==> config.mk <==
export PLATFORM = sky130hd
export DESIGN_NAME = rgst_queue
export DESIGN_NICKNAME = d
export VERILOG_FILES = /design/src/rtl/core/rgst_pkg.sv /design/src/rtl/core/rgst_queue.sv
export SDC_FILE = /design/constraint.sdc
export NUM_CORES = 1
export LEC_CHECK = 0
export BUFFER_PORTS_ARGS = -buffer_cell sky130_fd_sc_hd__buf_2
export CAP_MARGIN = 20
export CORE_MARGIN = 2
export CORE_UTILIZATION = 40
export CTS_BUF_LIST = sky130_fd_sc_hd__clkbuf_8
export CTS_CLUSTER_SIZE = 12
export DETAILED_ROUTE_END_ITERATION = 16
export MAX_ROUTING_LAYER = met4
export SETUP_SLACK_MARGIN = 0.4
export SYNTH_ARGS = -nofsm -noshare
export SYNTH_HDL_FRONTEND = slang
export SYNTH_SLANG_ARGS = --single-unit
==> constraint.sdc <==
create_clock -name clk -period 9.6 [get_ports clk]
set_input_delay 1.92 -clock clk [delete_from_list [all_inputs] [get_ports clk]]
set_output_delay 1.92 -clock clk [all_outputs]
set_load 0.1 [all_outputs]
==> src/rtl/core/rgst_pkg.sv <==
// Shared types, constants and register codes for the ray generate and sphere test core.
package rgst_pkg;

    localparam int COORD_WIDTH_DEF = 32;
    localparam int LANE_W          = 16;
    localparam int MAG_W           = 50;
    localparam int NM_W            = 31;
    localparam int QUEUE_DEPTH     = 4;
    localparam int ADDR_W          = 6;
    localparam int APB_DATA_W      = 64;

    typedef enum logic [2:0] {
        REG_BASIS_X   = 3'd0,
        REG_BASIS_Y   = 3'd1,
        REG_BASIS_Z   = 3'd2,
        REG_DET_OFS   = 3'd3,
        REG_AP_OFS    = 3'd4,
        REG_RADIUS    = 3'd5
    } reg_idx_t;

    typedef struct packed {
        logic [47:0]        basis_x;
        logic [47:0]        basis_y;
        logic [47:0]        basis_z;
        logic signed [31:0] detector_offset;
        logic signed [31:0] aperture_offset;
        logic [30:0]        sphere_radius;
    } cfg_t;

    typedef struct packed {
        logic [2:0][31:0] launch;
        logic [2:0][31:0] dir;
        logic [2:0]       sign;
        logic             degen;
    } side_t;

    typedef struct packed {
        logic [2:0][MAG_W-1:0] mag;
        logic [MAG_W-1:0]      orv;
        side_t                 side;
    } item_t;

    function automatic logic signed [LANE_W-1:0] lane(input logic [47:0] r, input int i);
        return $signed(r[LANE_W*i +: LANE_W]);
    endfunction

endpackage

==> src/rtl/core/rgst_queue.sv <==
// Short request queue between the front and back pipelines.
module rgst_queue
(
    input  logic             clk,
    input  logic             rst_n,
    input  logic             push,
    input  rgst_pkg::item_t  push_item,
    output logic             not_full,
    input  logic             pop,
    output logic             not_empty,
    output rgst_pkg::item_t  head
);

    localparam int PW = $clog2(rgst_pkg::QUEUE_DEPTH);

    rgst_pkg::item_t mem_reg [0:rgst_pkg::QUEUE_DEPTH-1];
    logic [PW-1:0]   wp_reg, rp_reg;
    logic [PW:0]     cnt_reg;

    assign not_full  = (cnt_reg != (PW+1)'(rgst_pkg::QUEUE_DEPTH));
    assign not_empty = (cnt_reg != '0);
    assign head      = mem_reg[rp_reg];

    always_ff @(posedge clk or negedge rst_n)
    begin
        if (!rst_n)
        begin
            wp_reg  <= '0;
            rp_reg  <= '0;
            cnt_reg <= '0;
        end
        else
        begin
            if (push)
            begin
                wp_reg <= wp_reg + 1'b1;
            end
            if (pop)
            begin
                rp_reg <= rp_reg + 1'b1;
            end
            if (push && !pop)
            begin
                cnt_reg <= cnt_reg + 1'b1;
            end
            else if (pop && !push)
            begin
                cnt_reg <= cnt_reg - 1'b1;
            end
        end
    end

    always_ff @(posedge clk)
    begin
        if (push)
        begin
            mem_reg[wp_reg] <= push_item;
        end
    end

endmodule

[Yosys cells after proc, flatten, opt, wreduce, memory -nomap -nowiden]
Memory sizes are Yosys's and may differ from the RTL's.
Index checks and enable logic that the tools add are counted.
Storage, ports and cells
  output and inout port bits: 398
  memory bits (writable): 1584
  input bits: 400
  memories: 1
  logic and storage cells: 19
  flip-flop bits (word level): 7
Cells by class
  eq/ne operators: 1
  $add $sub $neg: 4
  reduce and logical (&&, ||, !) cells: 6
  multiplexer cells: 4
Memory list
  mem_reg: words 4, width 396, read ports 1, clocked after memory_dff 0, write ports 1, line rgst_queue.sv:16  | rgst_pkg::item_t mem_reg [0:rgst_pkg::QUEUE_DEPTH-1];
Operators with widths (number)
  3-bit 2-to-1 mux: 2
  2-bit by 1-bit adder with 2-bit output, second input constant: 2
  3-bit by 1-bit adder with 3-bit output, second input constant: 1
  3-bit inequality test, second input constant: 1
  3-bit nonzero test: 1
  3-bit by 1-bit subtractor with 3-bit output, second input constant: 1
  1-bit logical AND: 2
  1-bit zero test: 2
  1-bit 2-to-1 mux: 2
  2-bit nonzero test: 1

[Longest topological paths before layout]
Gate-level depths: netlist of the first run.
  depth after elaboration: 4
  depth in mapped cells: 7
  gate-level depth less buffers: 7

[Worst setup path after synthesis of the first run]
No wires, ideal clock.
  path kind: input-to-reg
  start: in push
  end: mem mem_reg[3][0] in the netlist's numbering (enable)
  arrival: 10826 ps
  stages on the path: 1
  setup slack: -2034 ps
  buffers on the path: 0
  library setup time: 808 ps
  required time: 8792 ps
  path through: and2_1
On the way
  cells in the longest elaborated chain, start to end: 2
Ends and longest elaborated chain
  start, declared: line rgst_queue.sv:6  | input logic push,
  1-bit 2-to-1 mux: line rgst_queue.sv:55  | if (push)
  1-bit 2-to-1 mux (not written as such): line rgst_queue.sv:57  | mem_reg[wp_reg] <= push_item;
  end, declared: line rgst_queue.sv:16
No other way between the ends.

==> reports/metrics.yaml, run 1 <==
status: "finished clean"
syn_nets: 2509
rows: 139
fp.dieW_um: 383
netlist.area_leader.share_pct: 82.8
cts_resized: 0
synth_cell_type_count: 19
cts_buffer_depth: 4
path_cells: "buf_12 -> buf_4 -> mux4_2 -> buf_2"
coreArea_um2: 143000
synth_area_leaders: "edfxtp_1 83%, mux4_2 16%, buf_6 0.49%, buf_2 0.45%, dfrtp_1 0.30%"
ant_nets: 0
largest_reg_flops: 1584
wl_per_cell_um: 24.1
clk_pin_slew_worst_paths_ns: 0.06
post_cts_buffers: 0
rsz0062_at_grt: "false"
synthCells: 2103
worstPathArrival_ns: 4.19
grt_pass1_vias: 28800
vias: 26500
drc_errors: 0
whs_path_depth: 1
via_per_inst: 5.02
finalHoldViolCount: 0
cts_tree: "built"
slowest_delay_ns: 1.08
crit_type: "reg -> out"
ys_seq_area_share_pct: 83.1
layout.nets: 3529
yosysWarnings: 0
drv_slew: 0
drt-total-wl_um: 127000
syn_area_per_cell_um2: 27.3
holdPathEnd: "cnt_reg[2]$_DFFE_PN0P_"
syn_area_um2: 57500
dieHeight_um: 383
tns_ns: 0
setup_viol: 0
synth-seq-cells: 1591
fin_crit_sh_pct: 63.6
ff2ff_path_depth: 4
drive_gt1_share_pct: 46.9
cap_violations: 0
portBuffers: 797
dr.pass1.iters: 5
grt.total_usage_pct: 17.6
cp_max_fo: 139
antenna_found_initial: 68
worstReg2RegStart: "wp_reg[0]$_DFFE_PN0P_"
io_pins: 798
place.gp.congestion: 0.801
htree_num_levels: 5
r2r_slack_ns: 6.50
fmax_mhz: 164
slew_headroom_pct: 2.99
cp.required_ns: 7.68
place_hpwl_um: 78300
grt_max_degree: 155
cts_num_sinks: 1591
die_area_um2: 147000
hold_start: "cnt_reg[2]$_DFFE_PN0P_"
cts_made_buffers: 278
cts_hold_buffers: 0
post-route-min-period_ns: 6.11
synth_top_cell_by_area: "edfxtp_1"
grt_pass1_wl_um: 184000
timing.rr.end: "mem_reg[3][182]$_DFFE_PP_"
syn_to_final_growth_pct: 19.3
drt-initial-drc-count: 1822
grt_overflow: 0
ctsRootBufferMaster: "clkbuf_8"
clock_latency_ns: 0.95
cp-end-kind: "primary output"
slowest_stage: "dfrtp_4"
skew_ns: 0.0849
start_util_pct: 40.2
crit_path_start_kind: "flip-flop"
worstMarginPinSlew_ns: 1.46
hold_class: "reg -> reg"
[worst max-delay path, delay by kind of cell, from the launching register on]
family	cells	cell delay, ns
buffers and inverters	3	1.68
flip-flops	1	1.08
multiplexers	1	0.35
[layout make-up]
type | count | area [um^2]
diodes | 60 | 150
clock buffers | 285 | 3920
clock inverters | 177 | 788
fillers | 11600 | 74600
inverters | 4 | 15.0
multi-input cells | 420 | 9130
flip-flops and latches | 1591 | 47700
well taps | 1903 | 2380
repair buffers | 828 | 4420
[cell families after synthesis]
family / synth area share [%]
simple gates: 0.0871
mux: 15.5
fa+ha+maj: 0.144
flops: 83.1
xor+xnor: 0.0914
buf+inv: 1.06
compound gates: 0.00870
[cell usage after synthesis]
cell	n
o21ai_0	1
xnor2_1	2
buf_2	52
mux4_2	396
buf_6	25
or3_1	1
fa_1	1
nor2_1	2
nand2_1	3
buf_1	1
ha_1	5
xor2_1	4
edfxtp_1	1584
inv_1	4
mux2_2	1
and2_1	4
dfrtp_1	7
buf_4	3
clkbuf_1	7
[how the worst max path moves through the flow]
| stage | from | end | slack [ns] | cells past startpoint |
|---|---|---|---|---|
| global route | rp_reg[0]$_DFFE_PN0P_ | head[96] | 3.12 | 4 |
| detailed placement | rp_reg[1]$_DFFE_PN0P_ | head[393] | 4.26 | 4 |
| floorplan | push | mem_reg[1][0]$_DFFE_PP_ | 2.37 | 1 |
| CTS | rp_reg[1]$_DFFE_PN0P_ | head[393] | 3.16 | 4 |
| global placement | rp_reg[1]$_DFFE_PN0P_ | head[11] | 4.32 | 4 |
| finish | rp_reg[1]$_DFFE_PN0P_ | head[393] | 3.49 | 4 |
[per-layer routing]
metal  global-route usage, %  vias up  share of wire [%]
li1                        -    11400                  -
met1                    19.6    13800                 37
met2                    28.3     1031                 51
met3                    6.58      282                8.9
met4                    7.41        0                3.4
met5                       -        -                  0
[stage by stage]
stage / hold WS [ns] / cell area [um^2] / worst slack (ns) / util, % / std cells
3_5_place_dp: 0.479 / 63700 / 4.26 / 44.5 / 4745
6_report: 0.496 / 68600 / 3.49 / 47.9 / 5268
5_1_grt: 0.513 / 68500 / 3.12 / 47.9 / 5260
4_1_cts: 0.487 / 68400 / 3.16 / 47.8 / 5207
3_3_place_gp: 0.478 / 63700 / 4.32 / 44.5 / 4745
2_1_floorplan: 0.455 / 57500 / 2.37 / - / 2103
[cell usage in the layout, fill, tap and decap left out, types with 2 or more instances in the layout]
master and n:
mux4_2 396, dfrtp_4 2, inv_1 94, clkinv_1 54, inv_6 4, nand2_1 3, xnor2_1 2, buf_12 14
clkinv_4 2, and2_4 4, buf_4 16, clkbuf_8 285, clkinv_2 21, xor2_1 4, ha_1 5, clkinvlp_4 4
bufinv_16 2, dfrtp_1 5, nor2_1 2, edfxtp_1 1584, diode_2 60, buf_2 797
Power of run 1 is left out: the tool's default activity adds up to more than one toggle a clock period on the data nets, which glitch-free logic cannot reach.
==> inputs of run 2 (changes only) <==
==> constraint.sdc (replaced) <==
create_clock -name clk -period 5.7 [get_ports clk]
set_input_delay 1.14 -clock clk [delete_from_list [all_inputs] [get_ports clk]]
set_output_delay 1.14 -clock clk [all_outputs]
set_load 0.1 [all_outputs]
==> run 2 against run 1 <==
Effect of this change: setup slack lost 2.5 ns; die area unchanged; critical endpoint is now head[213]; cell area rose by 0.40%; sequential share of layout area decreased by 0.28 points.
==> reports/metrics.yaml, run 2 (synthesis gave the netlist of run 1 again) <==
status: "finished clean"
cp.required_ns: 4.56
ctsRootBufferMaster: "clkbuf_8"
setup_viol: 0
via_per_inst: 5.05
place.gp.congestion: 0.802
wl_per_cell_um: 24.6
hold_class: "in -> reg"
grt.total_usage_pct: 18.1
coreArea_um2: 143000
htree_num_levels: 5
die_area_um2: 147000
hold_start: "push_item[303]"
worstReg2RegStart: "wp_reg[0]$_DFFE_PN0P_"
syn_to_final_growth_pct: 19.8
fin_crit_sh_pct: 82.7
slowest_delay_ns: 1.02
drt-initial-drc-count: 1710
largest_reg_flops: 1584
layout.nets: 3568
holdPathEnd: "mem_reg[2][303]$_DFFE_PP_"
path_cells: "buf_12 -> mux4_2 -> buf_2"
cts_hold_buffers: 1
timing.rr.end: "mem_reg[0][154]$_DFFE_PP_"
cts_tree: "built"
slowest_stage: "dfrtp_4"
clock_latency_ns: 0.96
cts_num_sinks: 1591
drc_errors: 0
grt_pass1_vias: 28700
skew_ns: 0.0515
slew_headroom_pct: 31.4
fp.dieW_um: 383
finalHoldViolCount: 0
start_util_pct: 40.2
place_hpwl_um: 83500
io_pins: 798
crit_path_start_kind: "flip-flop"
post-route-min-period_ns: 4.71
r2r_slack_ns: 3.12
tns_ns: 0
vias: 26700
portBuffers: 797
grt_overflow: 0
post_cts_buffers: 0
layout_common_cells: "1584 x edfxtp_1, 797 x buf_2, 396 x mux4_2"
rsz0062_at_grt: "false"
clk_pin_slew_worst_paths_ns: 0.06
drv_slew: 0
cp-end-kind: "primary output"
antenna_found_initial: 65
worstMarginPinSlew_ns: 1.03
cts_resized: 0
grt_pass1_wl_um: 188000
whs_path_depth: 1
cap_violations: 0
drt-total-wl_um: 130000
ff2ff_path_depth: 4
ant_nets: 0
dieHeight_um: 383
crit_type: "reg -> out"
cts_buffer_depth: 4
rows: 139
dr.pass1.iters: 7
worstPathArrival_ns: 3.57
drive_gt1_share_pct: 47.9
cp_max_fo: 72
final_common_cell: "edfxtp_1"
grt_max_degree: 106
fmax_mhz: 212
cts_made_buffers: 276
run 2: final cells by class:
cell class	instances	area (um^2)
fillers	11600	74300
diodes	61	153
well taps	1903	2380
flip-flops and latches	1591	47700
clock buffers	282	3880
clock inverters	157	797
multi-input cells	420	9130
repair buffers	869	4720
inverters	4	15.0
run 2: worst max path at each step:
stage | start | to | slack [ns] | cells after the start
2_1_floorplan | push | mem_reg[0][0]$_DFFE_PP_ | 1.37 | 1
3_3_place_gp | rp_reg[0]$_DFFE_PN0P_ | head[344] | 1.80 | 3
3_5_place_dp | rp_reg[0]$_DFFE_PN0P_ | head[355] | 1.77 | 3
4_1_cts | rp_reg[0]$_DFFE_PN0P_ | head[355] | 0.67 | 3
5_1_grt | rp_reg[0]$_DFFE_PN0P_ | head[344] | 0.62 | 3
6_report | rp_reg[0]$_DFFE_PN0P_ | head[213] | 0.99 | 3
run 2: critical path, delay by kind of cell (launching register included):
family / cells / cell delay [ns]
flip-flops: 1 / 1.02
buffers and inverters: 2 / 0.83
multiplexers: 1 / 0.65
run 2: layer usage:
layer	vias to the layer above	track usage, %	part of all wire (%)
li1	11400	-	-
met1	14000	20.1	36
met2	1028	29.3	52
met3	254	6.95	9.0
met4	0	7.16	3.2
met5	-	-	0
run 2: metrics by stage:
| step | util, % | instance area (um^2) | std cells | hold slack [ns] | worst slack [ns] |
|---|---|---|---|---|---|
| 2_1_floorplan | - | 57500 | 2103 | 0.455 | 1.37 |
| 3_3_place_gp | 44.7 | 64000 | 4786 | 0.471 | 1.80 |
| 3_5_place_dp | 44.7 | 64000 | 4786 | 0.487 | 1.77 |
| 4_1_cts | 48.0 | 68700 | 5226 | 0.243 | 0.671 |
| 5_1_grt | 48.1 | 68800 | 5276 | 0.264 | 0.622 |
| 6_report | 48.1 | 68800 | 5287 | 0.395 | 0.985 |
Power of run 2 is left out for the same reason.
