**src/rtl/core/rgst_pkg.sv**
```systemverilog
// Shared types, constants and register codes for the ray generate and sphere test core.
package rgst_pkg;

    localparam int COORD_WIDTH_DEF = 32;
    localparam int LANE_W          = 16;
    localparam int MAG_W           = 50;
    localparam int NM_W            = 31;
    localparam int QUEUE_DEPTH     = 4;
    localparam int ADDR_W          = 6;
    localparam int APB_DATA_W      = 64;

    typedef enum logic [2:0] {
        REG_BASIS_X   = 3'd0,
        REG_BASIS_Y   = 3'd1,
        REG_BASIS_Z   = 3'd2,
        REG_DET_OFS   = 3'd3,
        REG_AP_OFS    = 3'd4,
        REG_RADIUS    = 3'd5
    } reg_idx_t;

    typedef struct packed {
        logic [47:0]        basis_x;
        logic [47:0]        basis_y;
        logic [47:0]        basis_z;
        logic signed [31:0] detector_offset;
        logic signed [31:0] aperture_offset;
        logic [30:0]        sphere_radius;
    } cfg_t;

    typedef struct packed {
        logic [2:0][31:0] launch;
        logic [2:0][31:0] dir;
        logic [2:0]       sign;
        logic             degen;
    } side_t;

    typedef struct packed {
        logic [2:0][MAG_W-1:0] mag;
        logic [MAG_W-1:0]      orv;
        side_t                 side;
    } item_t;

    function automatic logic signed [LANE_W-1:0] lane(input logic [47:0] r, input int i);
        return $signed(r[LANE_W*i +: LANE_W]);
    endfunction

endpackage

```
**src/rtl/core/rgst_regs.sv**
```systemverilog
// APB configuration register bank.
module rgst_regs
(
    input  logic                                clk,
    input  logic                                rst_n,
    input  logic                                psel,
    input  logic                                penable,
    input  logic                                pwrite,
    input  logic [rgst_pkg::ADDR_W-1:0]         paddr,
    input  logic [rgst_pkg::APB_DATA_W-1:0]     pwdata,
    output logic [rgst_pkg::APB_DATA_W-1:0]     prdata,
    output logic                                pready,
    output rgst_pkg::cfg_t                      cfg
);

    rgst_pkg::cfg_t     cfg_reg;
    rgst_pkg::reg_idx_t idx;
    logic               wr;

    assign idx    = rgst_pkg::reg_idx_t'(paddr[5:3]);
    assign wr     = psel && penable && pwrite;
    assign pready = 1'b1;
    assign cfg    = cfg_reg;

    always_ff @(posedge clk or negedge rst_n)
    begin
        if (!rst_n)
        begin
            cfg_reg.basis_x         <= 48'd16384;
            cfg_reg.basis_y         <= 48'd1073741824;
            cfg_reg.basis_z         <= 48'd70368744177664;
            cfg_reg.detector_offset <= '0;
            cfg_reg.aperture_offset <= '0;
            cfg_reg.sphere_radius   <= '0;
        end
        else if (wr)
        begin
            unique case (idx)
                rgst_pkg::REG_BASIS_X: cfg_reg.basis_x         <= pwdata[47:0];
                rgst_pkg::REG_BASIS_Y: cfg_reg.basis_y         <= pwdata[47:0];
                rgst_pkg::REG_BASIS_Z: cfg_reg.basis_z         <= pwdata[47:0];
                rgst_pkg::REG_DET_OFS: cfg_reg.detector_offset <= pwdata[31:0];
                rgst_pkg::REG_AP_OFS:  cfg_reg.aperture_offset <= pwdata[31:0];
                rgst_pkg::REG_RADIUS:  cfg_reg.sphere_radius   <= pwdata[30:0];
                default: ;
            endcase
        end
    end

    always_comb
    begin
        prdata = '0;
        unique case (idx)
            rgst_pkg::REG_BASIS_X: prdata = {16'd0, cfg_reg.basis_x};
            rgst_pkg::REG_BASIS_Y: prdata = {16'd0, cfg_reg.basis_y};
            rgst_pkg::REG_BASIS_Z: prdata = {16'd0, cfg_reg.basis_z};
            rgst_pkg::REG_DET_OFS: prdata = {32'd0, cfg_reg.detector_offset};
            rgst_pkg::REG_AP_OFS:  prdata = {32'd0, cfg_reg.aperture_offset};
            rgst_pkg::REG_RADIUS:  prdata = {33'd0, cfg_reg.sphere_radius};
            default:               prdata = '0;
        endcase
    end

endmodule

```
**config.mk**
```make
export PLATFORM = sky130hd
export DESIGN_NAME = rgst_regs
export DESIGN_NICKNAME = d
export VERILOG_FILES = /design/src/rtl/core/rgst_pkg.sv /design/src/rtl/core/rgst_regs.sv
export SDC_FILE = /design/constraint.sdc
export NUM_CORES = 1
export LEC_CHECK = 0
export BUFFER_PORTS_ARGS = -buffer_cell sky130_fd_sc_hd__buf_2
export CAP_MARGIN = 40
export CORE_ASPECT_RATIO = 1.25
export CORE_MARGIN = 4
export CORE_UTILIZATION = 56
export CTS_BUF_LIST = sky130_fd_sc_hd__clkbuf_4 sky130_fd_sc_hd__clkbuf_8
export DETAILED_ROUTE_END_ITERATION = 7
export PLACE_DENSITY_LB_ADDON = 0.15
export SETUP_SLACK_MARGIN = 0.15
export SLEW_MARGIN = 10
export SYNTH_ARGS = -nofsm -noshare
export SYNTH_HDL_FRONTEND = slang
export SYNTH_SLANG_ARGS = --single-unit
```
**constraint.sdc**
```tcl
create_clock -name clk -period 2.42 [get_ports clk]
set_input_delay 0.242 -clock clk [delete_from_list [all_inputs] [get_ports clk]]
set_output_delay 0.242 -clock clk [all_outputs]
set_load 0.05 [all_outputs]
```
# [After elaboration in Yosys (flattened, before gate mapping)]
# Cells that the tools add are included.
[totals] register_bits=239 input_bits=75 out_inout_bits=304 wordCells=21
[classes] eq_ne=5 n_mux=1 reduce_logical=9
[op_table] op="48-bit case mux with 6 select lines" count=1
[op_table] op="2-bit AND reduction" count=6
[op_table] op="3-bit by 2-bit == test with 1-bit output, second input constant" count=2
[op_table] op="3-bit == test, second input constant" count=2
[op_table] op="3-bit by 1-bit == test with 1-bit output, second input constant" count=1
[op_table] op="3-bit zero test" count=1
[op_table] op="1-bit logical AND" count=2

# [Depth between registers and ports, before layout]
# Gate-level depths: netlist (run 1).
[depth] depth_word=3 mapped_depth=6 mapped_depth_nobuf=3

# [Least setup slack after synthesis (run 1)]
# Ideal clock, no wire load.
[synth_path] path_type="input to output" startpoint="input port paddr[4] in the netlist's numbering" endpoint="output port prdata[1] in the netlist's numbering" arrival_time_ns=2.117 t_required_ns=2.178 path_slack_ns=0.061 cell_stages=5 path_buffers=3 path_cell_list="buf_4 > clkbuf_1 > clkbuf_1 > a22oi_1 > o21ai_0"
[synth_via] elab_chain_cells=2 elab_cells_between_ends=7 cone_classes="5 x eq/ne; 1 x mux; 1 x reduce/logical"
[synth_lines] item="start: declaration" line="rgst_regs.sv:9" source="input logic [rgst_pkg::ADDR_W-1:0] paddr,"
[synth_lines] item="3-bit == test (tied with other cells)" line="rgst_regs.sv:53" source="unique case (idx)"
[synth_lines] item="48-bit case mux with 6 select lines (*)" line="rgst_regs.sv:53"
[synth_lines] item="end: declaration" line="rgst_regs.sv:11" source="output logic [rgst_pkg::APB_DATA_W-1:0] prdata,"
# Every way passes the cells marked *; elsewhere a longest branch is shown, timed or not.

# [Final worst setup path (run 1)]
[layout_path] startpoint="input port paddr[5] in the netlist's numbering" endpoint="output port prdata[27] in the netlist's numbering"
# The elaborated chain is that of the path after synthesis.

==> results by group, run 1 <==
Layout
  – Max reg flops: roughly 240
  – Layout cells sized above 1: 0.522
  – Commonest non-fill, non-tap cells in the layout: buf_2 (339), dfrtp_1 (236), mux2_2 (183), mux2_1 (88), clkbuf_8 (59)
  – Final #Nets: between 1,000 and 1,500
  – Commonest non-fill, non-tap cell in the layout: buf_2
  – Fin cells: 1,492
  – Area delta synth->final: 28.7%
  – Fillers: approximately 1,400

Min path
  – HP Class: in2reg

Power and ir drop
  – Pint: between 8 and 9 mW
  – Leak: between 7 and 8 nW
  – Power per cell area: between 1000 and 1500 nW/um^2
  – Sequential share of power: 0.357
  – Sw power: ~6.5 mW
  – Switching share of power: 0.433
  – Clock Power Share: 0.252
  – Total Power: between 15 and 20 mW
  – Combinational power share: 0.391
  – Peak supply drop: just over 700 uV

Floorplanning
  – Chip width: around 130 um
  – IO Pins: around 380
  – Row count: 57
  – Starting Density: 0.572
  – Die Span Y: ~170 um
  – Core area: about 20,000 um^2
  – DIE AREA: 22,300 um^2

Setup path
  – Slowest CP cell: buf_4
  – Total number of cells along the worst setup path: 6
  – Crit-path cells: buf_4 > buf_4 > nand3b_1 > o21a_1 > o221ai_1 > buf_2
  – Crit path launch type: primary input
  – Critical path's top delay family: buffers and inverters
  – R2r setup slk: about 1.6 ns
  – Max FO, Critical Path: slightly below 50
  – CP Data Required Time: between 2 and 2.5 ns
  – Buf/Inv on CP: 3
  – Crit end category: output port
  – Worst setup path startpoint: paddr[5]
  – Critical Path AT: ~1.8 ns
  – CP dominant cell by count: buf_4
  – Reg-to-Reg Start: cfg[127]
  – Slowest cell delay on critical path: 0.50 ns
  – Reg2Reg Depth: 1
  – Critical path endpoint: prdata[27]
  – Critical Setup Path Class: in2out
  – FF-to-FF End: cfg[127]

Routing
  – DRT Pass-1 Iters: 8
  – Final WL: around 32,000 um
  – Initial DRC Count: about 360
  – DR vias: between 8,000 and 9,000
  – Vias per inst: about 5.6
  – Detail Route met3 WL: about 2400 um
  – Post-route ant nets: 0
  – Met1 wire length: between 10,000 and 15,000 um
  – Met2 WL: ~16,000 um
  – Highest routed layer: met4
  – Drt drc: 0
  – Drt wl/cell: around 21 um

Placed design
  – Global placement routability congestion: 0.811
  – Placed cells: ~1,400
  – Port buffer count: between 300 and 400
  – Pre-CTS WS: 0.357 ns
  – DP HPWL: 21,600 um

Yosys
  – Avg Cell Area, Syn: 13.6 um^2
  – Synthesized area: about 11,000 um^2
  – Seq cells post-synth: 239
  – Seq/Total Area, Yosys: 0.536
  – Synth Warn #: 0
  – EDFF count, synth: 0
  – Post-Syn Instances: a little over 800
  – Ys flop type: dfrtp_1
  – Number of distinct library cells after synthesis: 33
  – Async SR Flop Fraction: 1.00

Global route
  – Pin count of the biggest net entering global routing: a little over 70
  – Global-route wire length before repair: 49,800 um
  – Grt ovf: 0
  – GR Util All Layers: 0.282
  – Initial antenna violation count: 1
  – Vias in the first global route: about 8,800

Timing
  – Slew HR: 0.575
  – RSZ-0062 raised after global routing: false
  – Skew final: 0 ns
  – Crit path time final: about 2.1 ns
  – Max Clk Rate: slightly below 500 MHz
  – Tcrit/Tclk final: 0.855
  – Setup tns final: 0 ns
  – Final Hold Viols: 0
  – Slew @ Worst Pin: 0.638 ns
  – Final slew viol count: 0
  – PnR worst setup slack: roughly 0.35 ns
  – Final setup vio count: 0

Status
  – Outcome: complete, no violations

Clocking
  – Num CTS Buffers: 39
  – Clk sinks: about 240
  – # H-tree levels: 2
  – Post-CTS Resized: 0
  – Clock Latency Late Sink: 0.51 ns
  – CTS tree: done
  – CTS clk-pin slew, worst paths: roughly 0.060 ns
  – CTS Buffer Depth: 3
  – Number of setup buffers added after CTS: 0
  – CTS root buffer: clkbuf_8

Job
  – Max Cap Violations: 0
-- cells in the mapped netlist, types with 5 or more instances --
master	n	share of area
a211o_1	9	0.0071
a21oi_1	35	0.016
a22oi_1	19	0.013
buf_2	21	0.0094
buf_4	32	0.022
clkbuf_1	21	0.0071
dfrtp_1	236	0.53
mux2_1	88	0.089
mux2_2	183	0.18
mux2i_1	56	0.050
nand2_1	23	0.0077
nand3b_1	5	0.0034
nor3b_1	10	0.0067
o21a_1	5	0.0034
o21ai_0	11	0.0049
o221ai_1	12	0.0094
o22ai_1	10	0.0056
or2_0	10	0.0056
or2_1	6	0.0034
or3_1	5	0.0028
-- kinds of logic after synthesis --
kind of cell           synth area share
AO/OA/AOI/OAI                    0.0588
multiplexers                      0.323
flip-flops                        0.536
other                          0.000672
buffers and inverters            0.0403
AND/OR/NAND/NOR                  0.0411
-- power groups by stage --
stage	Sequential (mW)	Combinational [mW]	Clock (mW)
after detailed placement	5.45	5.90	0
after global placement	5.41	5.83	0
final	5.39	5.90	3.80
after CTS	5.39	5.94	3.87
after floorplan	8.12	1.65	0
after global routing	5.50	6.15	4.09
-- metrics by stage --
step,utilization,hold slack [ns],instance area [um^2]
floorplan,-,-0.0536,11200
global placement,0.678,0.230,13300
detailed placement,0.678,0.231,13300
CTS,0.736,0.00172,14400
global route,0.736,0.0204,14400
finish,0.736,0.0310,14400
-- what timing repair did --
item                                    4_1_cts  5_1_grt
hold endpoints to repair                    119        0
hold buffers                                 23        0
endpoints found under the setup margin        0        0
-- worst min path at each step --
| stage | to | from | cells past startpoint |
|---|---|---|---|
| 2_1_floorplan | cfg[0] | rst_n | 0 |
| 3_3_place_gp | cfg[159] | rst_n | 1 |
| 3_5_place_dp | cfg[159] | rst_n | 1 |
| 4_1_cts | cfg[25] | pwdata[25] | 2 |
| 5_1_grt | cfg[25] | pwdata[25] | 2 |
| 6_report | cfg[214] | pwdata[23] | 2 |
-- layout make-up --
cell class	instances	area, um^2	area share
Clock buffer	66	865	0.0601
Tap cell	265	332	0.0231
Multi-Input combinational cell	519	4830	0.336
Clock inverter	5	25.0	0.00174
Sequential cell	239	5980	0.416
Timing Repair Buffer	397	2340	0.163
Antenna cell	1	2.50	0.000174
-- per-layer routing --
| metal | global-route usage | up-vias |
|---|---|---|
| met5 | 0 | - |
| met4 | 0.101 | 0 |
| met3 | 0.0612 | 63 |
| met2 | 0.494 | 367 |
| met1 | 0.344 | 4239 |
| li1 | - | 3732 |
(Power assumes the default switching activity.)
==> run 2, diff against run 1 <==
--- a/config.mk
+++ b/config.mk
@@ -5,11 +5,12 @@
 export SDC_FILE = /design/constraint.sdc
 export NUM_CORES = 1
 export LEC_CHECK = 0
+export ABC_AREA = 1
 export BUFFER_PORTS_ARGS = -buffer_cell sky130_fd_sc_hd__buf_2
 export CAP_MARGIN = 40
 export CORE_ASPECT_RATIO = 1.25
 export CORE_MARGIN = 4
-export CORE_UTILIZATION = 56
+export CORE_UTILIZATION = 57
 export CTS_BUF_LIST = sky130_fd_sc_hd__clkbuf_4 sky130_fd_sc_hd__clkbuf_8
 export DETAILED_ROUTE_END_ITERATION = 7
 export PLACE_DENSITY_LB_ADDON = 0.15
==> results by group, run 2 <==
Status
  – Outcome: complete, no violations

Timing
  – Final setup vio count: 0
  – Skew final: 0 ns
  – Tcrit/Tclk final: 0.884
  – Final slew viol count: 0
  – Slew HR: 0.541
  – Crit path time final: around 2.1 ns
  – Setup tns final: 0 ns
  – Max Clk Rate: 468 MHz
  – RSZ-0062 raised after global routing: false
  – Final Hold Viols: 0
  – Slew @ Worst Pin: roughly 0.69 ns
  – PnR worst setup slack: approximately 0.28 ns
  – WHS: ~0.019 ns

Placed design
  – Pre-CTS WS: 0.309 ns
  – DP HPWL: 25,900 um
  – Port buffer count: between 300 and 400
  – Global placement routability congestion: 0.854

Clocking
  – Clk sinks: about 240
  – Num CTS Buffers: 38
  – # H-tree levels: 2
  – Clock Latency Late Sink: around 0.52 ns
  – CTS Buffer Depth: 3
  – Hold buffer count at cts: 45
  – CTS root buffer: clkbuf_8
  – CTS clk-pin slew, worst paths: 0.06 ns
  – Post-CTS Resized: 0
  – Number of setup buffers added after CTS: 0
  – CTS tree: done

Power and ir drop
  – Combinational power share: 0.384
  – Power per cell area: around 1000 nW/um^2
  – Sequential share of power: 0.363
  – Total Power: roughly 15 mW
  – Clock Power Share: 0.253
  – Peak supply drop: just under 700 uV
  – Pint: 8.11 mW
  – Sw power: roughly 6.8 mW
  – Leak: about 8.4 nW
  – Switching share of power: 0.455

Setup path
  – Max FO, Critical Path: 22
  – R2r setup slk: roughly 1.6 ns
  – Crit path launch type: primary input
  – CP Data Required Time: 2.18 ns
  – Reg2Reg Depth: 2
  – Crit end category: output port
  – Critical Path AT: around 1.9 ns
  – Critical Setup Path Class: in2out

Yosys
  – EDFF count, synth: 0
  – Avg Cell Area, Syn: 7.67 um^2
  – Seq/Total Area, Yosys: 0.521
  – Synth Warn #: 0
  – Area leader, netlist: dfrtp_1
  – Post-synth top area share: 0.514
  – Post-Syn Instances: approximately 1,500
  – Ys flop type: dfrtp_1
  – Post-synth top cells: nand2_1 (497), dfrtp_1 (236), o21ai_0 (196)
  – Count leader, synth: nand2_1
  – Async SR Flop Fraction: 1.00
  – Number of distinct library cells after synthesis: 20
  – Seq cells post-synth: approximately 240
  – Area contributors post-synth: dfrtp_1 (51%), nand2_1 (16%), o21ai_0 (8.5%)
  – Synthesized area: between 10,000 and 15,000 um^2

Global route
  – Pin count of the biggest net entering global routing: between 80 and 90
  – Vias in the first global route: about 12,000
  – Grt ovf: 0
  – Initial antenna violation count: 1
  – GR Util All Layers: 0.345
  – Global-route wire length before repair: between 60,000 and 70,000 um

Routing
  – DR vias: around 12,000
  – Final WL: roughly 39,000 um
  – Initial DRC Count: 1,130
  – Drt drc: 0
  – Vias per inst: around 5.6
  – Post-route ant nets: 0
  – DRT Pass-1 Iters: 5
  – Drt wl/cell: roughly 18 um

Job
  – Max Cap Violations: 0

Floorplanning
  – Core area: 19,600 um^2
  – DIE AREA: 22,500 um^2
  – Chip width: around 140 um
  – Row count: 57
  – IO Pins: 379
  – Die Span Y: 167 um
  – Starting Density: 0.586

Layout
  – Layout cells sized above 1: 0.251
  – Commonest non-fill, non-tap cell in the layout: nand2_1
  – Area delta synth->final: 29.2%
  – Commonest non-fill, non-tap cells in the layout: nand2_1 (496), buf_2 (341), dfrtp_1 (236), o21ai_0 (196)
  – Fin util: 0.757
  – Final #Nets: approximately 1,900
  – Max reg flops: about 240

Min path
  – HP Class: in2reg
  – Hold Path Depth: 3
## run 2: cell families after synthesis
family                 count (synthesis)  share of synthesized area
DFF                                  239                      0.521
and+or+nand+nor                      771                      0.281
other                                  2                   0.000653
buffers and inverters                243                     0.0916
AOI/OAI and AO/OA                    244                      0.106
## run 2: final cells by class
type	count	area, um^2
clock inverters	1	30.0
multi-input cells	1032	4580
well taps	265	332
clock buffers	68	817
fillers	1470	4760
inverters	118	443
diodes	1	2.50
repair buffers	431	2660
flip-flops and latches	239	5980
## run 2: critical path, cell delays in order
cell and delay [ns]:
buf_2 0.12, inv_2 0.27, buf_4 0.33, nand3_2 0.33, nor2_1 0.21, a21oi_1 0.06
nand2_1 0.07, buf_2 0.26
## run 2: per-stage QoR
step / instance area (um^2) / cells
after floorplan: 11500 / 1514
after global placement: 13500 / 2037
after detailed placement: 13500 / 2039
after CTS: 14800 / 2153
after global routing: 14800 / 2154
final: 14800 / 2155
## run 2: power groups by stage
stage / clock [mW] / sequential (mW) / combinational (mW)
global route: 4.01 / 5.49 / 6.02
detailed placement: 0 / 5.44 / 5.65
finish: 3.76 / 5.41 / 5.71
floorplan: 0 / 8.05 / 1.44
CTS: 3.80 / 5.38 / 5.72
global placement: 0 / 5.42 / 5.57
## run 2: final timing paths
kind / start / end
min: pwdata[18] / cfg[49]
min in group asynchronous: rst_n / cfg[202]
min reg2reg: cfg[147] / cfg[147]
max in group asynchronous: rst_n / cfg[173]
max reg2reg: cfg[205] / cfg[205]
max: paddr[5] / prdata[31]
## run 2: layer usage
layer,routed length (um),global-route usage,vias up,share of wire
met3,3710,0.0700,132,0.094
met4,1770,0.162,2,0.045
met2,19600,0.583,701,0.50
met5,13,0,-,0.00033
li1,-,-,5519,-
met1,14400,0.424,5666,0.37
